$ cat src/rtl/tfrd_pkg.sv
// Shared types and constants of the text frame, line and raw deframer.
`default_nettype none

package tfrd_pkg;

    localparam int FRAME_LEN_DEF = 64;
    localparam int RAW_LEN_DEF   = 24;

    // All record lengths stay below 64 with the default parameters.
    localparam int LEN_W = 6;

    localparam logic OP_BYTE = 1'b0;
    localparam logic OP_IDLE = 1'b1;

    localparam logic [7:0] CH_DOLLAR   = 8'h24;
    localparam logic [7:0] CH_HASH     = 8'h23;
    localparam logic [7:0] CH_CR       = 8'h0D;
    localparam logic [7:0] CH_LF       = 8'h0A;
    localparam logic [7:0] CH_TAB      = 8'h09;
    localparam logic [7:0] CH_PRINT_LO = 8'h20;
    localparam logic [7:0] CH_PRINT_HI = 8'h7E;

    typedef enum logic [1:0] {
        KIND_FRAME = 2'd0,
        KIND_LINE  = 2'd1,
        KIND_RAW   = 2'd2
    } t_kind;

    typedef struct packed {
        logic             start;
        t_kind            kind;
        logic [LEN_W-1:0] len;
        logic             ovf;
    } t_rec_req;

endpackage

`default_nettype wire

$ cat src/rtl/text_frame_line_raw_deframer_unit.sv
// The sequencer registers the request of the byte that completes a record, then reads each
// beat of it in its read state and presents the beat in the output state that follows; an
// empty record skips the read state. No input item is taken while a record is read out, an
// output stall holds the beat, and items that complete no record are taken back to back.
// Reset clears the mode, the counts and the sequencer; the byte store is not cleared.
`default_nettype none

module text_frame_line_raw_deframer_unit import tfrd_pkg::*; #(
    parameter int FRAME_LEN = FRAME_LEN_DEF,
    parameter int RAW_LEN   = RAW_LEN_DEF
) (
    input  wire logic       i_clk,
    input  wire logic       i_rst_n,
    input  wire logic       i_in_valid,
    output logic            o_in_ready,
    input  wire logic       i_opcode,
    input  wire logic [7:0] i_rx_byte,
    output logic            o_out_valid,
    input  wire logic       i_out_ready,
    output logic [1:0]      o_record_kind,
    output logic [7:0]      o_data_byte,
    output logic            o_has_data,
    output logic            o_overflowed,
    output logic            o_last_of_record
);

    localparam int DEPTH = (FRAME_LEN - 4) + (FRAME_LEN - 1) + RAW_LEN;
    localparam int AW    = $clog2(DEPTH);

    logic          accept;
    logic          we;
    logic [AW-1:0] waddr;
    logic [7:0]    wdata;
    logic          re;
    logic [AW-1:0] raddr;
    logic [7:0]    rdata;
    logic          busy;
    t_rec_req      req;

    assign o_in_ready = !busy;
    assign accept     = i_in_valid && o_in_ready;

    tfrd_parse #(
        .FRAME_LEN (FRAME_LEN),
        .RAW_LEN   (RAW_LEN),
        .AW        (AW)
    ) u_parse (
        .i_clk     (i_clk),
        .i_rst_n   (i_rst_n),
        .i_accept  (accept),
        .i_opcode  (i_opcode),
        .i_rx_byte (i_rx_byte),
        .o_we      (we),
        .o_waddr   (waddr),
        .o_wdata   (wdata),
        .o_req     (req)
    );

    tfrd_mem #(
        .DEPTH (DEPTH),
        .AW    (AW)
    ) u_mem (
        .i_clk   (i_clk),
        .i_we    (we),
        .i_waddr (waddr),
        .i_wdata (wdata),
        .i_re    (re),
        .i_raddr (raddr),
        .o_rdata (rdata)
    );

    tfrd_rdout #(
        .FRAME_LEN (FRAME_LEN),
        .AW        (AW)
    ) u_rdout (
        .i_clk            (i_clk),
        .i_rst_n          (i_rst_n),
        .i_req            (req),
        .i_rdata          (rdata),
        .o_re             (re),
        .o_raddr          (raddr),
        .o_busy           (busy),
        .o_out_valid      (o_out_valid),
        .i_out_ready      (i_out_ready),
        .o_record_kind    (o_record_kind),
        .o_data_byte      (o_data_byte),
        .o_has_data       (o_has_data),
        .o_overflowed     (o_overflowed),
        .o_last_of_record (o_last_of_record)
    );

endmodule

`default_nettype wire

$ cat src/rtl/tfrd_mem.sv
// Byte store shared by the frame, line and raw regions, one write and one read port.
`default_nettype none

module tfrd_mem #(
    parameter int DEPTH = 147,
    parameter int AW    = $clog2(DEPTH)
) (
    input  wire logic          i_clk,
    input  wire logic          i_we,
    input  wire logic [AW-1:0] i_waddr,
    input  wire logic [7:0]    i_wdata,
    input  wire logic          i_re,
    input  wire logic [AW-1:0] i_raddr,
    output logic [7:0]         o_rdata
);

    logic [7:0] r_mem [DEPTH];
    logic [7:0] r_rdata;

    always_ff @(posedge i_clk) begin
        if (i_we) begin
            r_mem[i_waddr] <= i_wdata;
        end
    end

    always_ff @(posedge i_clk) begin
        if (i_re) begin
            r_rdata <= r_mem[i_raddr];
        end
    end

    assign o_rdata = r_rdata;

endmodule

`default_nettype wire

$ cat src/rtl/tfrd_parse.sv
// Byte classifier: tracks the receive mode and counts, writes bytes, raises record requests.
`default_nettype none

module tfrd_parse import tfrd_pkg::*; #(
    parameter int FRAME_LEN = FRAME_LEN_DEF,
    parameter int RAW_LEN   = RAW_LEN_DEF,
    parameter int AW        = 8
) (
    input  wire logic          i_clk,
    input  wire logic          i_rst_n,
    input  wire logic          i_accept,
    input  wire logic          i_opcode,
    input  wire logic [7:0]    i_rx_byte,
    output logic               o_we,
    output logic [AW-1:0]      o_waddr,
    output logic [7:0]         o_wdata,
    output t_rec_req           o_req
);

    localparam int FRAME_CAP  = FRAME_LEN - 4;
    localparam int LINE_CAP   = FRAME_LEN - 1;
    localparam int LINE_BASE  = FRAME_CAP;
    localparam int RAW_BASE   = FRAME_CAP + LINE_CAP;

    typedef enum logic [1:0] {
        MODE_WAIT  = 2'd0,
        MODE_FRAME = 2'd1,
        MODE_LINE  = 2'd2
    } t_mode;

    t_mode            r_mode, n_mode;
    logic [LEN_W-1:0] r_fcnt, n_fcnt;
    logic             r_fovf, n_fovf;
    logic [LEN_W-1:0] r_lcnt, n_lcnt;
    logic             r_lovf, n_lovf;
    logic [LEN_W-1:0] r_rcnt, n_rcnt;

    logic is_eol;
    logic is_text;

    assign is_eol  = (i_rx_byte == CH_CR) || (i_rx_byte == CH_LF);
    assign is_text = (i_rx_byte == CH_TAB) ||
                     ((i_rx_byte >= CH_PRINT_LO) && (i_rx_byte <= CH_PRINT_HI));

    always_comb begin
        n_mode  = r_mode;
        n_fcnt  = r_fcnt;
        n_fovf  = r_fovf;
        n_lcnt  = r_lcnt;
        n_lovf  = r_lovf;
        n_rcnt  = r_rcnt;
        o_we    = 1'b0;
        o_waddr = '0;
        o_wdata = i_rx_byte;
        o_req   = '{start: 1'b0, kind: KIND_FRAME, len: '0, ovf: 1'b0};

        if (i_accept) begin
            if (i_opcode == OP_IDLE) begin
                if (r_rcnt != '0) begin
                    o_req  = '{start: 1'b1, kind: KIND_RAW, len: r_rcnt, ovf: 1'b0};
                    n_rcnt = '0;
                end
            end else if (i_rx_byte == CH_DOLLAR) begin
                if (r_mode == MODE_LINE) begin
                    if ((r_lcnt != '0) || r_lovf) begin
                        o_req  = '{start: 1'b1, kind: KIND_LINE, len: r_lcnt, ovf: r_lovf};
                        n_lcnt = '0;
                        n_lovf = 1'b0;
                    end
                end else if ((r_mode == MODE_WAIT) && (r_rcnt != '0)) begin
                    o_req  = '{start: 1'b1, kind: KIND_RAW, len: r_rcnt, ovf: 1'b0};
                    n_rcnt = '0;
                end
                // A dollar always opens a fresh frame, also inside a frame.
                n_mode = MODE_FRAME;
                n_fcnt = '0;
                n_fovf = 1'b0;
            end else begin
                case (r_mode)
                    MODE_FRAME: begin
                        if (i_rx_byte == CH_HASH) begin
                            n_mode = MODE_WAIT;
                            o_req  = '{start: 1'b1, kind: KIND_FRAME, len: r_fcnt, ovf: r_fovf};
                        end else if (!r_fovf) begin
                            if (r_fcnt < LEN_W'(FRAME_CAP)) begin
                                o_we    = 1'b1;
                                o_waddr = AW'(r_fcnt);
                                n_fcnt  = r_fcnt + 1'b1;
                            end else begin
                                n_fovf = 1'b1;
                            end
                        end
                    end
                    MODE_LINE: begin
                        if (is_eol) begin
                            n_mode = MODE_WAIT;
                            if ((r_lcnt != '0) || r_lovf) begin
                                o_req  = '{start: 1'b1, kind: KIND_LINE, len: r_lcnt,
                                           ovf: r_lovf};
                                n_lcnt = '0;
                                n_lovf = 1'b0;
                            end
                        end else if (!r_lovf) begin
                            if (r_lcnt < LEN_W'(LINE_CAP)) begin
                                o_we    = 1'b1;
                                o_waddr = AW'(LINE_BASE) + AW'(r_lcnt);
                                n_lcnt  = r_lcnt + 1'b1;
                            end else begin
                                n_lovf = 1'b1;
                            end
                        end
                    end
                    default: begin
                        if (is_eol) begin
                            if ((r_lcnt != '0) || r_lovf) begin
                                o_req  = '{start: 1'b1, kind: KIND_LINE, len: r_lcnt,
                                           ovf: r_lovf};
                                n_lcnt = '0;
                                n_lovf = 1'b0;
                            end
                        end else if (is_text) begin
                            n_mode = MODE_LINE;
                            if (r_lcnt < LEN_W'(LINE_CAP)) begin
                                o_we    = 1'b1;
                                o_waddr = AW'(LINE_BASE) + AW'(r_lcnt);
                                n_lcnt  = r_lcnt + 1'b1;
                            end else begin
                                n_lovf = 1'b1;
                            end
                        end else begin
                            // The raw count never rests at the limit, the last byte flushes it.
                            o_we    = 1'b1;
                            o_waddr = AW'(RAW_BASE) + AW'(r_rcnt);
                            if (r_rcnt == LEN_W'(RAW_LEN - 1)) begin
                                o_req  = '{start: 1'b1, kind: KIND_RAW, len: LEN_W'(RAW_LEN),
                                           ovf: 1'b0};
                                n_rcnt = '0;
                            end else begin
                                n_rcnt = r_rcnt + 1'b1;
                            end
                        end
                    end
                endcase
            end
        end
    end

    always_ff @(posedge i_clk) begin
        if (!i_rst_n) begin
            r_mode <= MODE_WAIT;
            r_fcnt <= '0;
            r_fovf <= 1'b0;
            r_lcnt <= '0;
            r_lovf <= 1'b0;
            r_rcnt <= '0;
        end else begin
            r_mode <= n_mode;
            r_fcnt <= n_fcnt;
            r_fovf <= n_fovf;
            r_lcnt <= n_lcnt;
            r_lovf <= n_lovf;
            r_rcnt <= n_rcnt;
        end
    end

endmodule

`default_nettype wire

$ cat src/rtl/tfrd_rdout.sv
// Record readout sequencer: walks a stored record through the memory and presents its beats.
`default_nettype none

module tfrd_rdout import tfrd_pkg::*; #(
    parameter int FRAME_LEN = FRAME_LEN_DEF,
    parameter int AW        = 8
) (
    input  wire logic          i_clk,
    input  wire logic          i_rst_n,
    input  wire t_rec_req      i_req,
    input  wire logic [7:0]    i_rdata,
    output logic               o_re,
    output logic [AW-1:0]      o_raddr,
    output logic               o_busy,
    output logic               o_out_valid,
    input  wire logic          i_out_ready,
    output logic [1:0]         o_record_kind,
    output logic [7:0]         o_data_byte,
    output logic               o_has_data,
    output logic               o_overflowed,
    output logic               o_last_of_record
);

    localparam int LINE_BASE = FRAME_LEN - 4;
    localparam int RAW_BASE  = (FRAME_LEN - 4) + (FRAME_LEN - 1);

    typedef enum logic [1:0] {
        S_IDLE = 2'd0,
        S_RD   = 2'd1,
        S_OUT  = 2'd2
    } t_state;

    t_state           r_state;
    t_kind            r_kind;
    logic [LEN_W-1:0] r_len;
    logic [LEN_W-1:0] r_k;
    logic             r_ovf;
    logic             r_empty;
    logic [AW-1:0]    base;
    logic             last;

    always_comb begin
        case (r_kind)
            KIND_FRAME: base = '0;
            KIND_LINE:  base = AW'(LINE_BASE);
            default:    base = AW'(RAW_BASE);
        endcase
    end

    assign last    = r_empty || (({1'b0, r_k} + 1'b1) == {1'b0, r_len});
    assign o_re    = (r_state == S_RD);
    assign o_raddr = base + AW'(r_k);
    assign o_busy  = (r_state != S_IDLE);

    assign o_out_valid      = (r_state == S_OUT);
    assign o_record_kind    = r_kind;
    assign o_data_byte      = r_empty ? 8'h00 : i_rdata;
    assign o_has_data       = !r_empty;
    assign o_overflowed     = r_ovf;
    assign o_last_of_record = last;

    // The parser writes a byte at the edge that accepts it, and the read state is entered at
    // that edge at the earliest, so every read of a record comes after its last write.
    always_ff @(posedge i_clk) begin
        if (!i_rst_n) begin
            r_state <= S_IDLE;
            r_k     <= '0;
        end else begin
            case (r_state)
                S_IDLE: begin
                    if (i_req.start) begin
                        r_kind  <= i_req.kind;
                        r_len   <= i_req.len;
                        r_ovf   <= i_req.ovf;
                        r_empty <= (i_req.len == '0);
                        r_k     <= '0;
                        r_state <= (i_req.len == '0) ? S_OUT : S_RD;
                    end
                end
                S_RD: begin
                    r_state <= S_OUT;
                end
                S_OUT: begin
                    if (i_out_ready) begin
                        if (last) begin
                            r_state <= S_IDLE;
                        end else begin
                            r_k     <= r_k + 1'b1;
                            r_state <= S_RD;
                        end
                    end
                end
                default: begin
                    r_state <= S_IDLE;
                end
            endcase
        end
    end

endmodule

`default_nettype wire

$ cat config.mk
export PLATFORM = sky130hd
export DESIGN_NAME = text_frame_line_raw_deframer_unit
export DESIGN_NICKNAME = d
export VERILOG_FILES = /design/src/rtl/tfrd_pkg.sv /design/src/rtl/text_frame_line_raw_deframer_unit.sv /design/src/rtl/tfrd_mem.sv /design/src/rtl/tfrd_parse.sv /design/src/rtl/tfrd_rdout.sv
export SDC_FILE = /design/constraint.sdc
export NUM_CORES = 2
export LEC_CHECK = 0
export BUFFER_PORTS_ARGS = -buffer_cell sky130_fd_sc_hd__buf_2
export CAP_MARGIN = 20
export CORE_ASPECT_RATIO = 1.25
export CORE_MARGIN = 5
export CORE_UTILIZATION = 49
export CTS_CLUSTER_SIZE = 20
export DETAILED_ROUTE_END_ITERATION = 10
export SYNTH_ARGS = -nofsm -noshare
export SYNTH_HDL_FRONTEND = slang
export SYNTH_SLANG_ARGS = --single-unit
$ cat constraint.sdc
create_clock -name i_clk -period 9.5 [get_ports i_clk]
set_input_delay 1.425 -clock i_clk [delete_from_list [all_inputs] [get_ports i_clk]]
set_output_delay 1.425 -clock i_clk [all_outputs]
set_load 0.01 [all_outputs]
# Word level (Yosys, flattened, before mapping)
# Memory sizes are Yosys's and may differ from the RTL's. A register that Yosys moved wholly into a read port is not among the register bits.
# Index checks and enable logic that the tools add are counted.
[op_classes] add_sub_neg=8 n_eq_ne=30 muxes=94 reduce_logical=31 n_lt_le_gt_ge=4 bitwise=1
[ops] cell="two-way mux 6 bit" n=26
[ops] cell="two-way mux 10 bit" n=12
[ops] cell="two-way mux 8 bit" n=11
[ops] cell="two-way mux 1 bit" n=28
[ops] cell="adder 6 x 1 -> 6 bit (second input constant)" n=4
[ops] cell="== test 8 x 4 -> 1 bit (second input constant)" n=3
[ops] cell="one-hot mux 6 bit (2 select lines)" n=2
[ops] cell="AND reduction 6 bit" n=4
[ops] cell="one-hot mux 10 bit (2 select lines)" n=1
[ops] cell="== test 8 x 6 -> 1 bit (second input constant)" n=2
[ops] cell="two-way mux 2 bit" n=8
[ops] cell="one-hot mux 8 bit (2 select lines)" n=1
[ops] cell="one-hot mux 7 bit (2 select lines)" n=1
[ops] cell="< comparator 6 bit (second input constant)" n=2
[ops] cell="!= test 3 x 1 -> 1 bit (second input constant)" n=4
[ops] cell="!= test 3 bit (second input constant)" n=4
[ops] cell="nonzero test 6 bit" n=2
[ops] cell="adder 7 x 6 -> 8 bit" n=1
[ops] cell="adder 7 x 6 -> 8 bit (first input constant)" n=1
[ops] cell=">= comparator 8 x 6 -> 1 bit (second input constant)" n=1
[ops] cell="<= comparator 8 x 7 -> 1 bit (second input constant)" n=1
[ops] cell="!= test 2 x 1 -> 1 bit (second input constant)" n=4
[ops] cell="!= test 2 bit (second input constant)" n=4
[ops] cell="!= test 4 bit (second input constant)" n=2
[ops] cell="23 further kinds" n=39
[word_totals] n_memories=1 output_inout_bits=15 wordCells=181 reg_bits=40 in_bits=13 ram_bits=1176
[mem_list] memory="u_mem.r_mem" depth=147 width=8 read_ports=1 rd_ports_with_merged_regs=1 wr=1 line_no="tfrd_mem.sv:17" source="logic [7:0] r_mem [DEPTH];"

# Depth between registers and ports, before layout
[depth] ltp_word=13 ltp_mapped=12 mapped_depth_nobuf=9

# By module
# Synthesis repeated with hierarchy kept, for this count alone.
[unflattened] cells_unflattened=2907 hier_area_um2=50410.8
[by_module_without_submodules] mod="tfrd_mem" instances=1 seq_area_each_um2=35554.1 cells_each=2447 area_per_inst_um2=46834.9
[by_module_without_submodules] mod="tfrd_parse" instances=1 seq_area_each_um2=440.4 cells_each=331 area_per_inst_um2=2363.5
[by_module_without_submodules] mod="tfrd_rdout" instances=1 seq_area_each_um2=460.4 cells_each=127 area_per_inst_um2=1202.4
[by_module_without_submodules] mod="text_frame_line_raw_deframer_unit" instances=1 seq_area_each_um2=0.0 cells_each=2 area_per_inst_um2=10.0

# Worst setup path before layout
# Ideal clock, no wire load.
[synth_timing] kind="input port to flip-flop" startpoint="input port i_rx_byte[7]" endpoint="memory u_mem.r_mem[112][0], enable pin" n_path_buf=3 t_required_ns=9.117 path_slack_ns=4.563 arrival_time_ns=4.553 setup_time_ns=0.383 cell_stages=10 path_cell_list="or3_4 or4_1 buf_2 and3_1 o32a_1 or3_1 buf_2 or4b_1 buf_2 nor3_1"
[synth_between] elab_chain_cells=11 word_cells_on_any_way=28 classes_between="order compare: 2; eq/ne: 5; mux: 18; reduce/logical: 3"
[synth_rtl] element="start, declared" line_no="text_frame_line_raw_deframer_unit.sv:17" source="input wire logic [7:0] i_rx_byte,"
[synth_rtl] element=">= comparator 8 x 6 -> 1 bit or <= comparator 8 x 7 -> 1 bit (tied branches)" line_no="tfrd_parse.sv:43" source="((i_rx_byte >= CH_PRINT_LO) && (i_rx_byte <= CH_PRINT_HI));"
[synth_rtl] element="logical AND 1 bit" line_no="tfrd_parse.sv:43"
[synth_rtl] element="logical OR 1 bit" line_no="tfrd_parse.sv:42" source="assign is_text = (i_rx_byte == CH_TAB) ||"
[synth_rtl] element="two-way mux 1 bit" line_no="tfrd_parse.sv:121" source="end else if (is_text) begin"
[synth_rtl] element="two-way mux 1 bit" line_no="tfrd_parse.sv:114" source="if (is_eol) begin"
[synth_rtl] element="one-hot mux 1 bit (2 select lines)" line_no="tfrd_parse.sv:79" source="case (r_mode)"
[synth_rtl] element="two-way mux 1 bit" line_no="tfrd_parse.sv:63" source="end else if (i_rx_byte == CH_DOLLAR) begin"
[synth_rtl] element="two-way mux 1 bit" line_no="tfrd_parse.sv:58" source="if (i_opcode == OP_IDLE) begin"
[synth_rtl] element="two-way mux 1 bit" line_no="tfrd_parse.sv:57" source="if (i_accept) begin"
[synth_rtl] element="two-way mux 1 bit" line_no="tfrd_mem.sv:21" source="if (i_we) begin"
[synth_rtl] element="two-way mux 1 bit (implied by the code)" line_no="tfrd_mem.sv:22" source="r_mem[i_waddr] <= i_wdata;"
[synth_rtl] element="end, declared" line_no="tfrd_mem.sv:17"
# Several ways; a longest one is shown, not always the timed one.

# Worst setup path in the final report
[layout_timing] startpoint="input port i_rx_byte[2]" endpoint="memory u_mem.r_mem[140][3], enable pin"
# The elaborated chain is that of the path after synthesis.

==> summary.txt <==
Routing
  • # DRC: 0
  • Vias post-DR: 25500
  • Final antenna-violating net count: 0
  • Vias per Instance: just over 6
  • Final wirelength: 123000 µm
  • First-pass detailed-route iteration total: 5
  • 1st-iter DRT viols: 2667
  • WL/cell: 29.4 µm

STA
  • Final Cycle Share: 64.7%
  • Final Worst Setup Slack: 3360 ps
  • Setup Viol. Count Final: 0
  • Clock skew: between 20 and 30 ps
  • Final Hold Viols: 0
  • Measured slew at the worst slew-check pin: 1180 ps
  • Unrepaired setup endpoints after global routing: false
  • Max-slew violations: 0
  • Fin crit period: 6140 ps
  • Max Freq: between 150 and 200 MHz
  • Rel. slew slack: 21.1%
  • Setup TNS: 0 ps

Final layout
  • Total Nets Final: between 2000 and 3000
  • Synthesis-to-finish area growth: 11.9%
  • FILL cells: 7644
  • Design area: 0.0557 mm²
  • Post-layout util: 55.3%
  • Post-Layout Cell Count: 4161
  • Layout cells sized above 1: 22.0%

Place
  • # placed instances: 3931
  • IO buf count: 27
  • DP Area: 0.0516 mm²
  • Detailed Place HPWL: 77100 µm
  • Gp weighted congestion: slightly above 0.9
  • DP Worst Slack: 2340 ps

Global routing
  • Met1 Usage GRT: 30.4%
  • Top Usage Layer GRT: met2
  • Total gr overflow: 0
  • Met3 Use GR: under 10%
  • Vias in the first global route: ~26000
  • Gr usage total: a little under a quarter
  • First-pass GRT wire length: around 180000 µm
  • GRT met2 Usage: between 30% and 40%
  • Largest net degree at the start of global routing: 126
  • Antenna violations before repair: 4

Clock tree
  • Clock-pin transition on the worst setup and hold timing paths: 60 ps
  • Post-cts sizing count: 0
  • Root buf cell: clkbuf_16
  • # clock sinks: around 1200
  • Total CTS buffers: between 100 and 150
  • CTS tree: built
  • Max clock buf depth: 3
  • Clk_lat worst skew: 710 ps
  • Postcts setup bufs: 0
  • Hold-fix buffers at CTS: 0
  • Max H-tree Level: 3

Yosys
  • Mean Syn Cell Area: between 15 and 20 µm²
  • Ys async rst share: 0%
  • Synth Instances: 2665
  • Synthesis warning total: 0
  • Mapped Nets: 2697
  • Register area share after synthesis: 73.3%
  • Top_reg_cell synth: edfxtp_1
  • Synth Cell Area: about 0.050 mm²
  • Synth unique cells: 72
  • Synthesized flop and latch total: 1224
  • EDFF count, synth: ~1200

Worst hold path
  • WHS Path Cells: 2
  • Hold Path Class: flop to flop

Floorplan
  • Die area: 0.108 mm²
  • Chip Height: ~370 µm
  • Initial core utilization: 49.4%
  • Row count: 130
  • Die Wd: 295 µm
  • # IOs: 28
  • Core area: just over 0.1 mm²

Critical path
  • Critical path capture point type: flop
  • CP Cell Sequence: buf_6 -> nand4_1 -> o221ai_1 -> nand3_1 -> nor3_1 -> nand3b_1 -> nand4b_1 -> nor2_1
  • Worst EP arrival: between 6000 and 7000 ps
  • Kind of critical path: input port to flop
  • Critical path's top delay family: simple AND/OR/NAND/NOR gates
  • Startpoint Class: input port
  • Slowest cell on crit path: nand4b_1
  • Bufs and invs on worst path: 1
  • Maximum single-stage delay on the critical path: approximately 960 ps
  • Reg2reg path depth: 9
  • Crit path depth: 8
  • CP required: 9830 ps
  • Worst-path fanout max: 98

Pwr
  • Net Switching: between 2 and 2.5 mW
  • Combinational power share: 4.6%
  • Seq pwr share: 53.0%
  • P_leak: 17.7 nW
  • PD cells: 202 mW/mm²
  • Pint: 8.88 mW
  • Max IR drop VDD: approximately 0.00023 V
  • Clock share of power: 42.4%
  • Switching share of total power: 20.9%

Flow run
  • Maxcap violations: 0

Outcome
  • Status: complete, no violations
-- per-layer routing --
metal | up-vias | wire [µm]
met5 | - | 13
li1 | 11000 | -
met2 | 919 | 63400
met3 | 180 | 7580
met1 | 13400 | 47900
met4 | 2 | 3560
-- cell type report --
type / count / area (µm²) / area share, %
Sequential cell: 1224 / 36500 / 65.5
Multi-Input combinational cell: 1270 / 12700 / 22.8
Clock buffer: 129 / 2930 / 5.26
Tap cell: 1320 / 1650 / 2.97
Clock inverter: 86 / 1010 / 1.81
Timing Repair Buffer: 107 / 828 / 1.49
Inverter: 24 / 90.1 / 0.162
Antenna cell: 1 / 2.50 / 0.00450
-- cell families after synthesis --
family	share of synthesized area, %
multiplexers	15.1
AO/OA/AOI/OAI	3.64
buffers and inverters	1.33
AND/OR/NAND/NOR	5.73
XOR/XNOR	0.468
adder cells (fa/ha/maj)	0.493
flip-flops	73.3
-- state kept, by name (all words and copies together) (netlist names) --
signal / flops
u_parse.r_lcnt: 6
u_rdout.r_k: 6
u_parse.r_mode: 2
u_rdout.o_overflowed: 1
u_parse.r_rcnt: 6
u_parse.r_fovf: 1
u_mem.r_mem: 1176
u_rdout.r_empty: 1
u_mem.o_rdata: 8
u_rdout.r_state: 2
u_parse.r_fcnt: 6
u_rdout.o_record_kind: 2
u_parse.r_lovf: 1
u_rdout.r_len: 6
-- path summary, 6_finish.rpt --
check / slack [ps] / endpoint / startpoint
worst max register to register: 4520 / u_mem.r_mem[62][5] / u_parse.r_lcnt[0]
worst min register to register: 520 / u_parse.r_mode[0] / u_parse.r_mode[0]
worst min-delay path: 520 / u_parse.r_mode[0] / u_parse.r_mode[0]
worst max-delay path: 3360 / u_mem.r_mem[140][3] / i_rx_byte[2]
-- worst min-delay path: stages (launching register included) --
cell      delay [ps]
dfxtp_1          330
nand2b_1          70
a21boi_0          70
-- synthesized netlist by cell type (5+ instances only) --
library cell	instances	area share (%)
mux2i_1	85	1.7
nand3_1	52	0.52
a31oi_1	12	0.15
o21ai_0	38	0.38
buf_1	35	0.26
nand2b_1	9	0.11
nor4_1	8	0.10
and2_1	28	0.35
mux4_2	288	13
nand4_1	17	0.21
nor2b_1	24	0.30
clkbuf_1	106	0.80
a22oi_1	12	0.18
nor2_1	147	1.1
buf_2	5	0.050
a311oi_1	29	0.51
o22ai_1	12	0.15
o211a_1	6	0.12
o31ai_1	8	0.12
mux2_2	14	0.32
nand4b_1	9	0.16
nor2_4	10	0.23
inv_1	24	0.18
a21oi_1	28	0.28
a211oi_1	31	0.47
xnor2_1	13	0.23
nand2_1	192	1.4
a21o_1	8	0.12
dfxtp_1	30	1.2
nor3_1	34	0.34
o211ai_1	18	0.27
xor2_1	11	0.19
a31o_2	9	0.16
edfxtp_1	1194	72
or2_2	6	0.075
a21boi_0	7	0.11
ha_1	18	0.45
and3_1	16	0.20
nand3b_1	15	0.23
-- layout by cell type, fill, tap and decap left out, types with 9 or more instances in the layout --
cell	n
edfxtp_1	1194
mux4_2	288
nand2_1	192
nor2_1	147
clkbuf_16	115
mux2i_1	85
buf_4	62
nand3_1	52
o21ai_0	38
nor3_1	34
a211oi_1	31
dfxtp_1	30
a311oi_1	29
buf_2	29
a21oi_1	28
and2_1	28
clkinv_1	25
inv_1	24
nor2b_1	24
bufinv_16	20
clkinv_2	19
o211ai_1	18
nand4_1	17
ha_1	17
and3_1	16
nand3b_1	15
mux2_2	14
clkbuf_1	14
a22oi_1	12
a31oi_1	12
o22ai_1	12
xnor2_1	11
clkinvlp_4	11
nor2_4	10
nand2b_1	9
nand4b_1	9
xor2_1	9
a31o_2	9
-- metrics by stage --
stage	hold slack, ps	total power, mW
6_report	516	11.2
5_1_grt	555	11.6
4_1_cts	521	11.3
3_5_place_dp	513	6.58
3_3_place_gp	491	6.57
2_1_floorplan	474	6.34
-- power by group through the flow --
stage | logic [mW] | registers [mW] | clock network [mW]
final | 0.512 | 5.95 | 4.76
after CTS | 0.518 | 5.95 | 4.85
after global placement | 0.510 | 6.06 | 0
after floorplan | 0.283 | 6.06 | 0
after detailed placement | 0.518 | 6.06 | 0
after global routing | 0.548 | 5.95 | 5.08
No activity file was read; power rests on OpenSTA's default activity.
